===== config.mk =====
export PLATFORM = sky130hd
export DESIGN_NAME = abm_ram
export DESIGN_NICKNAME = d
export VERILOG_FILES = /design/src/sv/abm_predictor_corrector_core_macros.svh /design/src/sv/abm_ram.sv
export SDC_FILE = /design/constraint.sdc
export NUM_CORES = 1
export LEC_CHECK = 0
export BUFFER_PORTS_ARGS = -buffer_cell sky130_fd_sc_hd__clkbuf_2
export CORE_MARGIN = 1
export CORE_UTILIZATION = 45
export DETAILED_ROUTE_END_ITERATION = 8
export GPL_ROUTABILITY_DRIVEN = 1
export MAX_ROUTING_LAYER = met4
export SYNTH_ARGS = -nofsm -noshare
export SYNTH_HDL_FRONTEND = slang
export SYNTH_SLANG_ARGS = --single-unit

===== constraint.sdc =====
create_clock -name i_clk -period 5.55 [get_ports i_clk]
set_input_delay 0.8325 -clock i_clk [delete_from_list [all_inputs] [get_ports i_clk]]
set_output_delay 0.8325 -clock i_clk [all_outputs]
set_load 0.03 [all_outputs]

===== src/sv/abm_predictor_corrector_core_macros.svh =====
// Assertion macros for the predictor-corrector core.
// Included by the top level; needs i_clk and i_rst_n in the including scope.
`ifndef ABM_PREDICTOR_CORRECTOR_CORE_MACROS_SVH
`define ABM_PREDICTOR_CORRECTOR_CORE_MACROS_SVH

// same-cycle implication
`define ABM_ASSERT(label, ante, cons, msg) \
    label: assert property (@(posedge i_clk) disable iff (!i_rst_n) (ante) |-> (cons)) \
        else $error(msg);

// next-cycle implication
`define ABM_ASSERT_NEXT(label, ante, cons, msg) \
    label: assert property (@(posedge i_clk) disable iff (!i_rst_n) (ante) |=> (cons)) \
        else $error(msg);

`endif


===== src/sv/abm_ram.sv =====
// Generic single-clock RAM, one write port and one registered read port.
// Read during write to the same address returns the old data. No dependencies.
`timescale 1ns / 1ps

module abm_ram #(
    parameter int WIDTH  = 8,
    parameter int DEPTH  = 16,
    parameter int ADDR_W = 4
) (
    input  logic              i_clk,
    input  logic              i_we,
    input  logic [ADDR_W-1:0] i_waddr,
    input  logic [WIDTH-1:0]  i_wdata,
    input  logic              i_re,
    input  logic [ADDR_W-1:0] i_raddr,
    output logic [WIDTH-1:0]  o_rdata
);

    logic [WIDTH-1:0] r_mem [DEPTH];
    logic [WIDTH-1:0] r_rdata;

    always_ff @(posedge i_clk) begin
        if (i_we) begin
            r_mem[i_waddr] <= i_wdata;
        end
        if (i_re) begin
            r_rdata <= r_mem[i_raddr];
        end
    end

    assign o_rdata = r_rdata;

endmodule

==> metrics.txt <==
first-pass GRT wire length=15700 um; TritonCTS clock tree=built; DRT antenna net count=0; die area=about 0.012 mm2; clk_lat worst skew=roughly 400 ps; Final setup violation count=0; hold-fix buffers at CTS=0; vias=2481; DP HPWL=around 6000 um; setup repair bufs after CTS=0; adder-cell share of the synthesized area=0%; Max-slew headroom=about 20%; largest net degree at the start of global routing=33; Post-Syn Area=0.00523 mm2; H-tree depth=4; std cell rows=38; RePlAce Congestion=0.699; Worst VDD drop=0.000182 V; DRT Wirelength=about 11000 um; max_cap viols=0; top cell type's share of synthesized area=78.1%; RSZ-0062 raised after global routing=no; DR WL/cell=between 20 and 30 um; Syn Area/Cell=approximately 23 um2; PortBufs=26; vias in the first global route=2477; area share of xor/xnor cells in the synthesized design=0%; library cells used by synthesis=18; Yosys reg bits=136; compound-gate portion of the synthesized area=under 10%; FILL cells=between 800 and 900; sequential fraction of the synthesis area=~78%; clk sinks=136; setup ws final=3260 ps; Startpoint Class=input pin; Root Buffer=clkbuf_16; power per cell area=~380 mW/mm2; Multi-input gate area=0.00107 mm2; DR iter-0 viols=156; pre-CTS WS=2850 ps; First-pass DRT Iterations=4; largest family of logic cells by synthesized area=multiplexers; max-slew violations=0; status=finished clean; Post-synth ARST share=0%; Post-synth EDFFs=between 100 and 150; register area=0.00408 mm2; Area Overhead vs Synth=15.2%; clock slew at reported path FFs=~60 ps; Top FF cell, synth=edfxtp_1; Layout Nets=about 290; synth top area cells=edfxtp_1 78%, mux4_2 7.8%, mux4_1 7.0%; GRT Total Usage=roughly a fifth; initial antenna violation count=0; CP endpoint kind=register; share of layout cells above drive strength 1=~28%; TritonCTS buffer count=17; Max Buffers Root-to-Sink=2; final hold vios=0; GR Overflow Total=0; Min Clock Period, post-route=roughly 2300 ps; crit path max fanout=32; antenna cells=0; height of the die=between 100 and 150 um; Crit Path Category=input pin to register; Yosys top cell by area=edfxtp_1; setup TNS=0 ps; cells after synthesis=between 200 and 250; clock skew=11.6 ps; # IOs=27; Die W=110 um; Worst Max-Slew Pin Slew=between 1000 and 1500 ps; Simple-Gate Fraction of Synth Area=under 10%; mux contribution to synthesized area=14.8%; worst path arrival time=between 2000 and 2500 ps; warnings from Yosys=0; Hold WC Path Type=register to register; total leakage power=1.99 nW; fmax=between 400 and 500 MHz; CP required=~5700 ps; Core Footprint=around 0.011 mm2; starting density of the core=47.2%; DR DRC count=0; Vias per Instance=just under 6; Post-CTS Resized=0; Final Cycle Share=about two fifths; Synthesized Nets=between 200 and 250
-- placed cells by master (no fill, tap or decap), types with 2 or more instances in the layout --
| master | instances |
|---|---|
| clkbuf_2 | 26 |
| mux4_2 | 18 |
| clkbuf_16 | 17 |
| nand2_1 | 9 |
| buf_4 | 3 |
| clkinv_2 | 5 |
| clkbuf_1 | 2 |
| nor3_1 | 2 |
| nand3b_1 | 2 |
| edfxtp_1 | 136 |
| clkinv_4 | 3 |
| nand2b_1 | 2 |
| nor3_2 | 2 |
| a22oi_1 | 16 |
| mux4_1 | 14 |
| clkinvlp_4 | 3 |
| nor2_1 | 13 |
-- critical path, cell delays in order --
cell,delay [ps]
clkbuf_2,80
buf_4,490
mux4_1,630
a22oi_1,290
nand2_1,80
-- cell families (layout without fill, tap and decap cells) --
| kind of cell | Yosys count | in the layout |
|---|---|---|
| and+or+nand+nor | 35 | 35 |
| muxes | 32 | 32 |
| AOI/OAI and AO/OA | 16 | 16 |
| DFF | 136 | 136 |
| buffers and inverters | 10 | 61 |
-- flip-flops by register name, indices dropped and copies added, names as in the netlist --
register  cells
o_rdata       8
r_mem       128
-- through the flow --
| stage | std cells | cell area [um2] | util [%] | power (mW) | hold slack, ps |
|---|---|---|---|---|---|
| floorplan | 229 | 5230 | - | 1.25 | 705 |
| global placement | 388 | 5480 | 49.5 | 1.29 | 736 |
| detailed placement | 388 | 5480 | 49.5 | 1.30 | 740 |
| CTS | 420 | 6020 | 54.3 | 2.30 | 752 |
| global route | 420 | 6020 | 54.3 | 2.36 | 784 |
| finish | 420 | 6020 | 54.3 | 2.29 | 743 |
-- worst paths after layout --
path / to / depth (start not counted) / slack [ps] / start
setup / recovery: o_rdata[2]$_DFFE_PP_ / 5 / 3260 / i_raddr[0]
hold / removal: o_rdata[4]$_DFFE_PP_ / 3 / 740 / r_mem[14][4]$_DFFE_PP_
setup reg to reg: o_rdata[2]$_DFFE_PP_ / 3 / 4060 / r_mem[8][2]$_DFFE_PP_
hold reg to reg: o_rdata[4]$_DFFE_PP_ / 3 / 740 / r_mem[14][4]$_DFFE_PP_
-- Yosys cell counts (2+ instances only) --
cell	instances
mux4_2	18
nor3_1	4
nand3b_1	2
clkdlybuf4s25_2	3
edfxtp_1	136
buf_2	3
nand2_1	9
nor2_1	13
mux4_1	14
buf_6	3
nand2b_1	2
a22oi_1	16
-- report_power, final --
group | leakage (nW) | switching [mW] | total, mW | internal [mW]
Clock | 0.260 | 0.403 | 1.01 | 0.611
Sequential | 1.24 | 0.00651 | 1.16 | 1.16
Combinational | 0.496 | 0.0699 | 0.110 | 0.0405
-- final cells by class --
cell class                 count  share of cell area [%]
tap                          140                    2.91
timing repair buffer          29                    2.54
clock buffer                  19                    7.19
multi-input combinational     83                    17.7
clock inverter                13                    1.79
sequential                   136                    67.8
-- routing by layer --
metal	up-vias	track usage, %	share of wire, %
li1	1063	-	-
met1	1307	29.4	47
met2	93	27.4	46
met3	18	4.15	5.2
met4	0	10.6	2.2
met5	-	-	0
(Power assumes the default switching activity.)
